--- src/rtl/swst_pkg.sv ---
`default_nettype none

package swst_pkg;

    localparam int WINDOW_LENGTH_DEF = 32;
    localparam int SAMPLE_BITS_DEF   = 16;

    // fixed field widths of the result
    localparam int OUT_BITS   = 16;
    localparam int SUM_BITS   = 21;
    localparam int SQSUM_BITS = 36;
    localparam int VAR_BITS   = 31;
    localparam int AREA_BITS  = 21;
    localparam int LEN_BITS   = 5;

    // dividend width of the shared divider: holds sum*sum
    localparam int DIV_BITS = 2 * SUM_BITS;

endpackage

`default_nettype wire

--- src/rtl/swst_ram.sv ---
`default_nettype none

module swst_ram #(
    parameter int WIDTH = 16,
    parameter int DEPTH = 32
) (
    input  wire logic                     clk,
    input  wire logic                     we,
    input  wire logic [$clog2(DEPTH)-1:0] waddr,
    input  wire logic [WIDTH-1:0]         wdata,
    input  wire logic [$clog2(DEPTH)-1:0] raddr_a,
    output logic      [WIDTH-1:0]         rdata_a,
    input  wire logic [$clog2(DEPTH)-1:0] raddr_b,
    output logic      [WIDTH-1:0]         rdata_b
);

    logic [WIDTH-1:0] mem [DEPTH];

    always_ff @(posedge clk)
    begin
        if (we)
        begin
            mem[waddr] <= wdata;
        end
        rdata_a <= mem[raddr_a];
        rdata_b <= mem[raddr_b];
    end

endmodule

`default_nettype wire

--- src/rtl/sliding_window_statistics_top.sv ---
// when WINDOW_LENGTH is a power of two, the time from request to result is set by the min/max
// scan and the peak walk, which run side by side on two read ports; otherwise the walk waits
// for the mean, and each division takes 3 digits of a reciprocal multiply and a remainder step
// a new request is taken once the last result is in the output register, also while it waits
// reset: asynchronous, active low; a clearing pass then writes WINDOW_LENGTH zero entries,
// one per cycle, before the first request is taken
`default_nettype none

module sliding_window_statistics_top #(
    parameter int WINDOW_LENGTH = swst_pkg::WINDOW_LENGTH_DEF,
    parameter int SAMPLE_BITS   = swst_pkg::SAMPLE_BITS_DEF
) (
    input  wire logic                                      clk,
    input  wire logic                                      rst_n,
    input  wire logic                                      in_valid,
    output logic                                           in_ready,
    input  wire logic signed [SAMPLE_BITS-1:0]             sample,
    output logic                                           out_valid,
    input  wire logic                                      out_ready,
    output logic signed [swst_pkg::OUT_BITS-1:0]           window_min,
    output logic signed [swst_pkg::OUT_BITS-1:0]           window_max,
    output logic signed [swst_pkg::SUM_BITS-1:0]           window_sum,
    output logic        [swst_pkg::SQSUM_BITS-1:0]         window_sqsum,
    output logic signed [swst_pkg::OUT_BITS-1:0]           window_mean,
    output logic        [swst_pkg::VAR_BITS-1:0]           window_variance,
    output logic                                           peak_sign,
    output logic        [swst_pkg::OUT_BITS-1:0]           peak_amplitude,
    output logic        [swst_pkg::AREA_BITS-1:0]          peak_area,
    output logic        [swst_pkg::LEN_BITS-1:0]           peak_length
);

    localparam int AW   = $clog2(WINDOW_LENGTH);
    localparam int NW   = $clog2(WINDOW_LENGTH + 1);
    localparam int DW   = ((SAMPLE_BITS > swst_pkg::SUM_BITS) ? SAMPLE_BITS
                                                              : swst_pkg::SUM_BITS) + 1;
    localparam int SQW  = (2 * SAMPLE_BITS > swst_pkg::SQSUM_BITS) ? 2 * SAMPLE_BITS
                                                                   : swst_pkg::SQSUM_BITS;
    localparam int SB   = swst_pkg::SUM_BITS;
    localparam int QB   = swst_pkg::SQSUM_BITS;
    localparam int DB   = swst_pkg::DIV_BITS;
    localparam bit POW2 = (WINDOW_LENGTH & (WINDOW_LENGTH - 1)) == 0;

    // long division in digits: each partial dividend is below WINDOW_LENGTH << DIG
    localparam int DIG  = 14;
    localparam int NDIG = DB / DIG;
    localparam int VW   = AW + DIG;
    localparam int RS   = VW + AW;
    localparam int CW   = $clog2(2 * NDIG + 1);
    localparam logic [VW:0] RECIP =
        (VW + 1)'(((longint'(1) << RS) + longint'(WINDOW_LENGTH) - 1) / longint'(WINDOW_LENGTH));

    localparam logic [AW-1:0] LAST_ADDR = AW'(WINDOW_LENGTH - 1);

    localparam logic [2:0] M_CLEAR = 3'd0;
    localparam logic [2:0] M_IDLE  = 3'd1;
    localparam logic [2:0] M_OLD   = 3'd2;
    localparam logic [2:0] M_UPD   = 3'd3;
    localparam logic [2:0] M_RUN   = 3'd4;

    localparam logic [2:0] A_IDLE = 3'd0;
    localparam logic [2:0] A_MEAN = 3'd1;
    localparam logic [2:0] A_SQ   = 3'd2;
    localparam logic [2:0] A_PROD = 3'd3;
    localparam logic [2:0] A_Q1   = 3'd4;
    localparam logic [2:0] A_SUB  = 3'd5;
    localparam logic [2:0] A_Q2   = 3'd6;
    localparam logic [2:0] A_FIN  = 3'd7;

    function automatic logic [AW-1:0] addr_inc(input logic [AW-1:0] a);
        return (a == LAST_ADDR) ? '0 : a + 1'b1;
    endfunction

    function automatic logic [AW-1:0] addr_dec(input logic [AW-1:0] a);
        return (a == '0) ? LAST_ADDR : a - 1'b1;
    endfunction

    function automatic logic [QB-1:0] square(input logic signed [SAMPLE_BITS-1:0] x);
        logic [SAMPLE_BITS-1:0] m;
        logic [SQW-1:0]         p;
        m = x[SAMPLE_BITS-1] ? SAMPLE_BITS'(-x) : SAMPLE_BITS'(x);
        p = SQW'(m) * SQW'(m);
        return p[QB-1:0];
    endfunction

    // sequencer state
    logic [2:0]    m_state_reg;
    logic [2:0]    a_state_reg;
    logic [AW-1:0] head_reg;
    logic [AW-1:0] sc_addr_reg;
    logic [AW-1:0] wk_addr_reg;
    logic [NW-1:0] sc_issue_reg;
    logic [NW-1:0] sc_ret_reg;
    logic          sc_rv_reg;
    logic          sc_done_reg;
    logic [NW-1:0] wk_issue_reg;
    logic          wk_rv_reg;
    logic          wk_done_reg;
    logic [NW-1:0] len_reg;
    logic          out_valid_reg;

    // running state and per-request data
    logic signed [SB-1:0]          sum_reg;
    logic        [QB-1:0]          sqsum_reg;
    logic signed [SAMPLE_BITS-1:0] s_reg;
    logic        [QB-1:0]          newsq_reg;
    logic        [QB-1:0]          oldsq_reg;
    logic signed [SAMPLE_BITS-1:0] min_reg;
    logic signed [SAMPLE_BITS-1:0] max_reg;
    logic signed [SB-1:0]          mean_reg;
    logic        [DB-1:0]          prod_reg;
    logic        [DB-1:0]          diff_reg;
    logic        [swst_pkg::VAR_BITS-1:0]  var_reg;
    logic                          sgn_reg;
    logic        [DW-1:0]          amp_reg;
    logic        [swst_pkg::AREA_BITS-1:0] area_reg;

    // divider
    logic           div_busy_reg;
    logic [CW-1:0]  div_cnt_reg;
    logic [DB-1:0]  div_q_reg;
    logic [AW-1:0]  div_rem_reg;
    logic [DIG-1:0] div_digit_reg;
    logic           div_start;
    logic           div_done;
    logic [DB-1:0]  div_dividend;
    logic [VW-1:0]  div_v;
    logic [2*VW-1:0] div_prod;
    logic [VW-1:0]  div_back;

    // output register
    logic signed [swst_pkg::OUT_BITS-1:0]  min_o_reg;
    logic signed [swst_pkg::OUT_BITS-1:0]  max_o_reg;
    logic signed [SB-1:0]                  sum_o_reg;
    logic        [QB-1:0]                  sqsum_o_reg;
    logic signed [swst_pkg::OUT_BITS-1:0]  mean_o_reg;
    logic        [swst_pkg::VAR_BITS-1:0]  var_o_reg;
    logic                                  sign_o_reg;
    logic        [swst_pkg::OUT_BITS-1:0]  amp_o_reg;
    logic        [swst_pkg::AREA_BITS-1:0] area_o_reg;
    logic        [swst_pkg::LEN_BITS-1:0]  len_o_reg;

    // ram ports
    logic                   ram_we;
    logic [AW-1:0]          ram_waddr;
    logic [SAMPLE_BITS-1:0] ram_wdata;
    logic [AW-1:0]          ram_raddr_a;
    logic [SAMPLE_BITS-1:0] ram_rdata_a;
    logic [SAMPLE_BITS-1:0] ram_rdata_b;

    logic signed [SAMPLE_BITS-1:0] rd_a;
    logic signed [SAMPLE_BITS-1:0] rd_b;
    logic                          accept;
    logic                          arith_go;
    logic                          mean_ok;
    logic                          sc_issue;
    logic                          wk_issue;
    logic signed [DW-1:0]          wk_dev;
    logic                          wk_neg;
    logic        [DW-1:0]          wk_abs;
    logic                          wk_take;
    logic                          wk_stop;
    logic                          out_load;
    logic        [SB-1:0]          sum_mag;
    logic        [DB-1:0]          diff_mag;

    swst_ram #(
        .WIDTH (SAMPLE_BITS),
        .DEPTH (WINDOW_LENGTH)
    ) u_ram (
        .clk     (clk),
        .we      (ram_we),
        .waddr   (ram_waddr),
        .wdata   (ram_wdata),
        .raddr_a (ram_raddr_a),
        .rdata_a (ram_rdata_a),
        .raddr_b (wk_addr_reg),
        .rdata_b (ram_rdata_b)
    );

    assign rd_a = $signed(ram_rdata_a);
    assign rd_b = $signed(ram_rdata_b);

    assign in_ready = (m_state_reg == M_IDLE);
    assign accept   = in_valid && in_ready;
    assign arith_go = (m_state_reg == M_UPD);
    assign mean_ok  = (a_state_reg != A_IDLE) && (a_state_reg != A_MEAN);

    // the write lands on the oldest slot, which becomes the newest
    assign ram_we      = (m_state_reg == M_CLEAR) || (m_state_reg == M_OLD);
    assign ram_waddr   = (m_state_reg == M_CLEAR) ? sc_addr_reg : head_reg;
    assign ram_wdata   = (m_state_reg == M_CLEAR) ? '0 : s_reg;
    assign ram_raddr_a = (m_state_reg == M_IDLE) ? head_reg : sc_addr_reg;

    assign sc_issue = (m_state_reg == M_RUN) && (sc_issue_reg != NW'(WINDOW_LENGTH));
    assign wk_issue = (m_state_reg == M_RUN) && mean_ok && !wk_done_reg
                      && (wk_issue_reg != NW'(WINDOW_LENGTH - 1));

    // peak walk, newest entry first
    assign wk_dev  = DW'(rd_b) - DW'(mean_reg);
    assign wk_neg  = wk_dev[DW-1];
    assign wk_abs  = wk_neg ? DW'(-wk_dev) : DW'(wk_dev);
    assign wk_take = wk_rv_reg && !wk_done_reg && ((len_reg == '0) || (!wk_neg == sgn_reg));
    assign wk_stop = wk_rv_reg && !wk_done_reg && !wk_take;

    assign out_load = (m_state_reg == M_RUN) && sc_done_reg && wk_done_reg
                      && (a_state_reg == A_FIN) && (!out_valid_reg || out_ready);

    assign sum_mag  = sum_reg[SB-1] ? SB'(-sum_reg) : SB'(sum_reg);
    assign diff_mag = diff_reg[DB-1] ? DB'(-diff_reg) : diff_reg;

    // divide by WINDOW_LENGTH: a shift for a power of two, else long division by digits,
    // each digit by a registered reciprocal multiply, then the remainder
    assign div_start = ((a_state_reg == A_IDLE) && arith_go)
                       || (a_state_reg == A_PROD) || (a_state_reg == A_SUB);
    assign div_done  = div_busy_reg && (div_cnt_reg == '0);
    assign div_v     = {div_rem_reg, div_q_reg[DB-1 -: DIG]};
    assign div_prod  = (2 * VW)'(div_v) * (2 * VW)'(RECIP);
    assign div_back  = div_v - VW'(div_digit_reg) * VW'(WINDOW_LENGTH);

    always_comb
    begin
        case (a_state_reg)
            A_PROD:  div_dividend = prod_reg;
            A_SUB:   div_dividend = diff_mag;
            default: div_dividend = DB'(sum_mag);
        endcase
    end

    always_ff @(posedge clk or negedge rst_n)
    begin
        if (!rst_n)
        begin
            div_busy_reg <= 1'b0;
            div_cnt_reg  <= '0;
        end
        else if (div_start)
        begin
            div_busy_reg <= 1'b1;
            div_cnt_reg  <= POW2 ? '0 : CW'(2 * NDIG);
        end
        else if (div_busy_reg)
        begin
            if (div_cnt_reg == '0)
            begin
                div_busy_reg <= 1'b0;
            end
            else
            begin
                div_cnt_reg <= div_cnt_reg - 1'b1;
            end
        end
    end

    always_ff @(posedge clk)
    begin
        if (div_start)
        begin
            div_rem_reg <= '0;
            if (POW2)
            begin
                div_q_reg <= div_dividend >> AW;
            end
            else
            begin
                div_q_reg <= div_dividend;
            end
        end
        else if (div_busy_reg && (div_cnt_reg != '0))
        begin
            if (!div_cnt_reg[0])
            begin
                div_digit_reg <= div_prod[RS +: DIG];
            end
            else
            begin
                div_q_reg   <= {div_q_reg[DB-DIG-1:0], div_digit_reg};
                div_rem_reg <= div_back[AW-1:0];
            end
        end
    end

    // mean, then variance
    always_ff @(posedge clk or negedge rst_n)
    begin
        if (!rst_n)
        begin
            a_state_reg <= A_IDLE;
        end
        else
        begin
            case (a_state_reg)
                A_IDLE: if (arith_go) a_state_reg <= A_MEAN;
                A_MEAN: if (div_done) a_state_reg <= A_SQ;
                A_SQ:   a_state_reg <= A_PROD;
                A_PROD: a_state_reg <= A_Q1;
                A_Q1:   if (div_done) a_state_reg <= A_SUB;
                A_SUB:  a_state_reg <= A_Q2;
                A_Q2:   if (div_done) a_state_reg <= A_FIN;
                A_FIN:  if (out_load) a_state_reg <= A_IDLE;
                default: a_state_reg <= A_IDLE;
            endcase
        end
    end

    always_ff @(posedge clk)
    begin
        if ((a_state_reg == A_MEAN) && div_done)
        begin
            mean_reg <= sum_reg[SB-1] ? -SB'(div_q_reg) : SB'(div_q_reg);
        end
        if (a_state_reg == A_SQ)
        begin
            prod_reg <= DB'(sum_reg * sum_reg);
        end
        if ((a_state_reg == A_Q1) && div_done)
        begin
            diff_reg <= DB'(sqsum_reg) - div_q_reg;
        end
        if ((a_state_reg == A_Q2) && div_done)
        begin
            var_reg <= diff_reg[DB-1] ? swst_pkg::VAR_BITS'(-div_q_reg)
                                      : swst_pkg::VAR_BITS'(div_q_reg);
        end
    end

    // window sequencer: clear, read oldest, replace, scan and walk
    always_ff @(posedge clk or negedge rst_n)
    begin
        if (!rst_n)
        begin
            m_state_reg   <= M_CLEAR;
            head_reg      <= '0;
            sc_addr_reg   <= '0;
            wk_addr_reg   <= '0;
            sc_issue_reg  <= '0;
            sc_ret_reg    <= '0;
            sc_rv_reg     <= 1'b0;
            sc_done_reg   <= 1'b0;
            wk_issue_reg  <= '0;
            wk_rv_reg     <= 1'b0;
            wk_done_reg   <= 1'b0;
            len_reg       <= '0;
            sum_reg       <= '0;
            sqsum_reg     <= '0;
            out_valid_reg <= 1'b0;
        end
        else
        begin
            sc_rv_reg <= sc_issue;
            wk_rv_reg <= wk_issue;
            if (out_load)
            begin
                out_valid_reg <= 1'b1;
            end
            else if (out_ready)
            begin
                out_valid_reg <= 1'b0;
            end
            case (m_state_reg)
                M_CLEAR:
                begin
                    sc_addr_reg <= addr_inc(sc_addr_reg);
                    if (sc_addr_reg == LAST_ADDR)
                    begin
                        m_state_reg <= M_IDLE;
                    end
                end
                M_IDLE:
                begin
                    if (accept)
                    begin
                        m_state_reg <= M_OLD;
                    end
                end
                M_OLD:
                begin
                    sum_reg      <= sum_reg - SB'(rd_a) + SB'(s_reg);
                    head_reg     <= addr_inc(head_reg);
                    sc_addr_reg  <= addr_inc(head_reg);
                    wk_addr_reg  <= head_reg;
                    sc_issue_reg <= '0;
                    sc_ret_reg   <= '0;
                    sc_done_reg  <= 1'b0;
                    wk_issue_reg <= '0;
                    wk_done_reg  <= 1'b0;
                    len_reg      <= '0;
                    m_state_reg  <= M_UPD;
                end
                M_UPD:
                begin
                    sqsum_reg   <= sqsum_reg - oldsq_reg + newsq_reg;
                    m_state_reg <= M_RUN;
                end
                M_RUN:
                begin
                    if (sc_issue)
                    begin
                        sc_addr_reg  <= addr_inc(sc_addr_reg);
                        sc_issue_reg <= sc_issue_reg + 1'b1;
                    end
                    if (sc_rv_reg)
                    begin
                        sc_ret_reg <= sc_ret_reg + 1'b1;
                        if (sc_ret_reg == NW'(WINDOW_LENGTH - 1))
                        begin
                            sc_done_reg <= 1'b1;
                        end
                    end
                    if (wk_issue)
                    begin
                        wk_addr_reg  <= addr_dec(wk_addr_reg);
                        wk_issue_reg <= wk_issue_reg + 1'b1;
                    end
                    // the walk stops short of the oldest entry
                    if (wk_take)
                    begin
                        len_reg <= len_reg + 1'b1;
                        if (len_reg == NW'(WINDOW_LENGTH - 2))
                        begin
                            wk_done_reg <= 1'b1;
                        end
                    end
                    else if (wk_stop)
                    begin
                        wk_done_reg <= 1'b1;
                    end
                    if (out_load)
                    begin
                        m_state_reg <= M_IDLE;
                    end
                end
                default: m_state_reg <= M_IDLE;
            endcase
        end
    end

    always_ff @(posedge clk)
    begin
        if (accept)
        begin
            s_reg     <= sample;
            newsq_reg <= square(sample);
        end
        if (m_state_reg == M_OLD)
        begin
            oldsq_reg <= square(rd_a);
            amp_reg   <= '0;
            area_reg  <= '0;
        end
        if (sc_rv_reg)
        begin
            if (sc_ret_reg == '0)
            begin
                min_reg <= rd_a;
                max_reg <= rd_a;
            end
            else
            begin
                if (rd_a < min_reg)
                begin
                    min_reg <= rd_a;
                end
                if (rd_a > max_reg)
                begin
                    max_reg <= rd_a;
                end
            end
        end
        if (wk_take)
        begin
            if (len_reg == '0)
            begin
                sgn_reg <= !wk_neg;
            end
            area_reg <= area_reg + wk_abs[swst_pkg::AREA_BITS-1:0];
            if (wk_abs > amp_reg)
            begin
                amp_reg <= wk_abs;
            end
        end
        if (out_load)
        begin
            min_o_reg   <= swst_pkg::OUT_BITS'(min_reg);
            max_o_reg   <= swst_pkg::OUT_BITS'(max_reg);
            sum_o_reg   <= sum_reg;
            sqsum_o_reg <= sqsum_reg;
            mean_o_reg  <= mean_reg[swst_pkg::OUT_BITS-1:0];
            var_o_reg   <= var_reg;
            sign_o_reg  <= sgn_reg;
            amp_o_reg   <= amp_reg[swst_pkg::OUT_BITS-1:0];
            area_o_reg  <= area_reg;
            len_o_reg   <= swst_pkg::LEN_BITS'(len_reg);
        end
    end

    assign out_valid       = out_valid_reg;
    assign window_min      = min_o_reg;
    assign window_max      = max_o_reg;
    assign window_sum      = sum_o_reg;
    assign window_sqsum    = sqsum_o_reg;
    assign window_mean     = mean_o_reg;
    assign window_variance = var_o_reg;
    assign peak_sign       = sign_o_reg;
    assign peak_amplitude  = amp_o_reg;
    assign peak_area       = area_o_reg;
    assign peak_length     = len_o_reg;

`ifndef SYNTHESIS
    a_one_request: assert property (@(posedge clk) disable iff (!rst_n)
        accept |=> !in_ready)
        else $error("request taken while another is in progress");

    a_div_owner: assert property (@(posedge clk) disable iff (!rst_n)
        div_busy_reg |-> (a_state_reg == A_MEAN || a_state_reg == A_Q1
                          || a_state_reg == A_Q2))
        else $error("divider busy outside a wait state");

    a_walk_len: assert property (@(posedge clk) disable iff (!rst_n)
        wk_done_reg |-> (len_reg != '0 && len_reg <= NW'(WINDOW_LENGTH - 1)))
        else $error("peak length out of range");

    a_result_ready: assert property (@(posedge clk) disable iff (!rst_n)
        $rose(out_valid_reg) |-> $past(sc_done_reg && wk_done_reg && a_state_reg == A_FIN))
        else $error("result loaded before scan, walk and variance finished");
`endif

endmodule

`default_nettype wire

--- config.mk ---
export PLATFORM = sky130hd
export DESIGN_NAME = sliding_window_statistics_top
export DESIGN_NICKNAME = d
export VERILOG_FILES = /design/src/rtl/swst_pkg.sv /design/src/rtl/swst_ram.sv /design/src/rtl/sliding_window_statistics_top.sv
export SDC_FILE = /design/constraint.sdc
export NUM_CORES = 2
export LEC_CHECK = 0
export BUFFER_PORTS_ARGS = -buffer_cell sky130_fd_sc_hd__buf_2
export CAP_MARGIN = 20
export CORE_MARGIN = 10
export CORE_UTILIZATION = 45
export DETAILED_ROUTE_END_ITERATION = 10
export HOLD_SLACK_MARGIN = 0.02
export PLACE_DENSITY_LB_ADDON = 0.3
export SKIP_LAST_GASP = 1
export SYNTH_ARGS = -nofsm -noshare
export SYNTH_HDL_FRONTEND = slang
export SYNTH_SLANG_ARGS = --single-unit
export TNS_END_PERCENT = 30
--- constraint.sdc ---
create_clock -name clk -period 11 [get_ports clk]
set_input_delay 2.2 -clock clk [delete_from_list [all_inputs] [get_ports clk]]
set_output_delay 2.2 -clock clk [all_outputs]
set_load 0.01 [all_outputs]
==> summary.md <==
| Metric | Value |
|---|---|
| Run status | `finished, final reports clean` |
| Netlist Area Pre-Place | `0.0870 sq mm` |
| Dpl hpwl | `179000 um` |
| Max Clock Skew | `~0.056 ns` |
| Total gr overflow | `0` |
| P&R area growth vs syn | `10.8%` |
| Full die area | `~0.21 sq mm` |
| Routed wire per std cell | `23.1 um` |
| Top Ports | `201` |
| Max reg flops | `approximately 500` |
| CP Data Required Time | `~12 ns` |
| CTS root buf | `clkbuf_16` |
| Die width | `460 um` |
| FP Rows | `161` |
| Hold Fails Final Rpt | `0` |
| Top_reg_cell synth | `edfxtp_1` |
| Fraction of registers with async set/reset | `0.0941` |
| Initial antenna violation count | `4` |
| Crit-path max FO | `6` |
| CTS Buf Count | `~130` |
| CP Capture Type | `register` |
| DR DRC count | `0` |
| Routed Antenna Nets | `0` |
| GR Util All Layers | `0.228` |
| Synth cell types | `94` |
| Slowest stage delay, CP | `0.54 ns` |
| Syn Area/Cell | `11.6 sq um` |
| RR Endpoint | `oldsq_reg[30]` |
| Clk buf depth | `3` |
| Cells after synthesis | `7526` |
| CTS Hold Bufs | `0` |
| Ratio of cells with drive above 1 in the final layout | `0.122` |
| Final setup violation count | `0` |
| Commonest non-fill, non-tap cell in the layout | `inv_1` |
| Min-Delay Path Class | `register to register` |
| CTS tree | `done` |
| RSZ-0062 raised after global routing | `no` |
| Worst reg2reg path startpoint | `u_ram.rdata_a[0]` |
| CTS Sinks | `1179` |
| Critical path arrival | `10.38 ns` |
| Die Height | `460 um` |
| Ys Warns | `0` |
| Fmax | `103 MHz` |
| DR pass1 iterations | `7` |
| Via density | `5.57` |
| First-pass GRT wire length | `368000 um` |
| RD Place Congestion | `approximately 0.92` |
| Post-CTS setup buffer count | `0` |
| Initial DRC count | `a little over 5000` |
| Most frequent cells in the layout | `inv_1 (1341), edfxtp_1 (1004), fa_1 (802), nand2_1 (729), ha_1 (518)` |
| Hold Crit Start | `var_reg[19]` |
| Flop and latch count out of synthesis | `1179` |
| Port Buffer Count | `200` |
| Kind of critical path | `input port to register` |
| R2R depth | `30` |
| Min cycle time layout | `9.73 ns` |
| CTS H-Tree Depth | `4` |
| Seq/Total Area, Yosys | `0.393` |
| Worst-margin pin slew | `1.09 ns` |
| Initial Util | `0.452` |
| Period utilization | `0.884` |
| WHS Endpoint | `window_variance[19]` |
| Worst-path clk slew | `roughly 0.060 ns` |
| Core area | `between 0.15 and 0.2 sq mm` |
| Vias | `around 58000` |
| Vias in the first global route | `60400` |
| Hold depth | `0` |
| Startpoint types | `input port` |
| Slew Viols, Final | `0` |
| Register-to-register setup slack | `1.96 ns` |
| Max_cap viols | `0` |
| Largest net degree at the start of global routing | `between 100 and 150` |
| Slowest CP cell | `fa_1` |
| Final nets | `slightly above 9000` |
| Crit-path most repeated cell | `fa_1` |
| WL final | `241000 um` |
| Rel. slew slack | `0.270` |
| Clk Latency, worst-skew pair | `0.83 ns` |
| CTS resizes | `0` |
| Sum Neg Setup Slack | `0 ns` |
| Post-synth EDFFs | `1004` |
-- how the worst max path moves through the flow --
stage / start / endpoint / slack [ns] / cells after the start
3_3_place_gp: sample[4] / newsq_reg[30] / 0.51 / 32
4_1_cts: sample[0] / newsq_reg[30] / 1.27 / 30
2_1_floorplan: sample[0] / newsq_reg[30] / 0.70 / 31
3_5_place_dp: sample[0] / newsq_reg[30] / 0.47 / 30
6_report: sample[1] / newsq_reg[30] / 1.27 / 30
5_1_grt: sample[4] / newsq_reg[30] / 0.76 / 32
-- synthesized netlist by cell type (all sizes together) (29+ instances only) --
library cell / count / area, sq um
fa: 802 / 16100
xor2: 133 / 1160
a21oi: 237 / 1190
nand2: 730 / 2740
buf: 56 / 215
nor3: 68 / 350
ha: 518 / 6480
or3: 41 / 262
a21o: 115 / 863
edfxtp: 1004 / 30100
a211oi: 33 / 253
o21bai: 29 / 218
dfxtp: 64 / 1280
a31oi: 31 / 200
nand4: 31 / 194
dfrtp: 111 / 2780
inv: 1348 / 5060
o21a: 41 / 308
nor2b: 54 / 338
o21ai: 246 / 1230
nor2: 491 / 1850
clkbuf: 193 / 724
and2: 44 / 275
mux4: 288 / 6490
xnor2: 256 / 2260
o31ai: 33 / 248
nand3: 140 / 701
nand2b: 48 / 300
-- cell families after synthesis --
logic type / count (synthesis) / synth area share
xor+xnor: 389 / 0.0394
mux: 333 / 0.0801
flops: 1179 / 0.393
buf+inv: 1616 / 0.0698
fa+ha+maj: 1320 / 0.259
simple gates: 1763 / 0.0908
other cells: 2 / 0.0000863
compound gates: 924 / 0.0678
-- worst max-delay path, delay by kind of cell --
kind / cells / cell delay [ns]
AOI/OAI and AO/OA: 6 / 1.65
xor gates and xnor gates: 1 / 0.43
adders and majority gates: 8 / 3.44
buffers and inverters: 7 / 0.65
and+or+nand+nor: 8 / 1.98
-- metal layers --
layer | wire [um] | track usage | vias up
li1 | - | - | 25900
met1 | 97100 | 0.297 | 29300
met2 | 111000 | 0.367 | 2376
met3 | 22300 | 0.0567 | 441
met5 | 34 | 0 | -
met4 | 10500 | 0.0891 | 4
-- per-stage QoR --
step                 util  area [sq um]  std cells  hold WS (ns)  setup WS (ns)
finish              0.501         96400      10400         0.416           1.27
floorplan               -         87100       7546         0.400          0.697
detailed placement  0.476         91600      10200         0.405          0.465
global route        0.501         96400      10400         0.419          0.756
global placement    0.476         91600      10200         0.405          0.513
CTS                 0.500         96300      10400         0.416           1.27
-- layout make-up --
type | count | area [sq um]
fillers | 16800 | 96000
multi-input cells | 4751 | 47000
flip-flops and latches | 1179 | 34200
inverters | 1367 | 5140
clock buffers | 167 | 3600
well taps | 2526 | 3160
repair buffers | 348 | 2230
clock inverters | 77 | 1030
diodes | 1 | 2.50
Power is left out: the tool's default activity adds up to more than one toggle a clock period on the data nets, which glitch-free logic cannot reach.
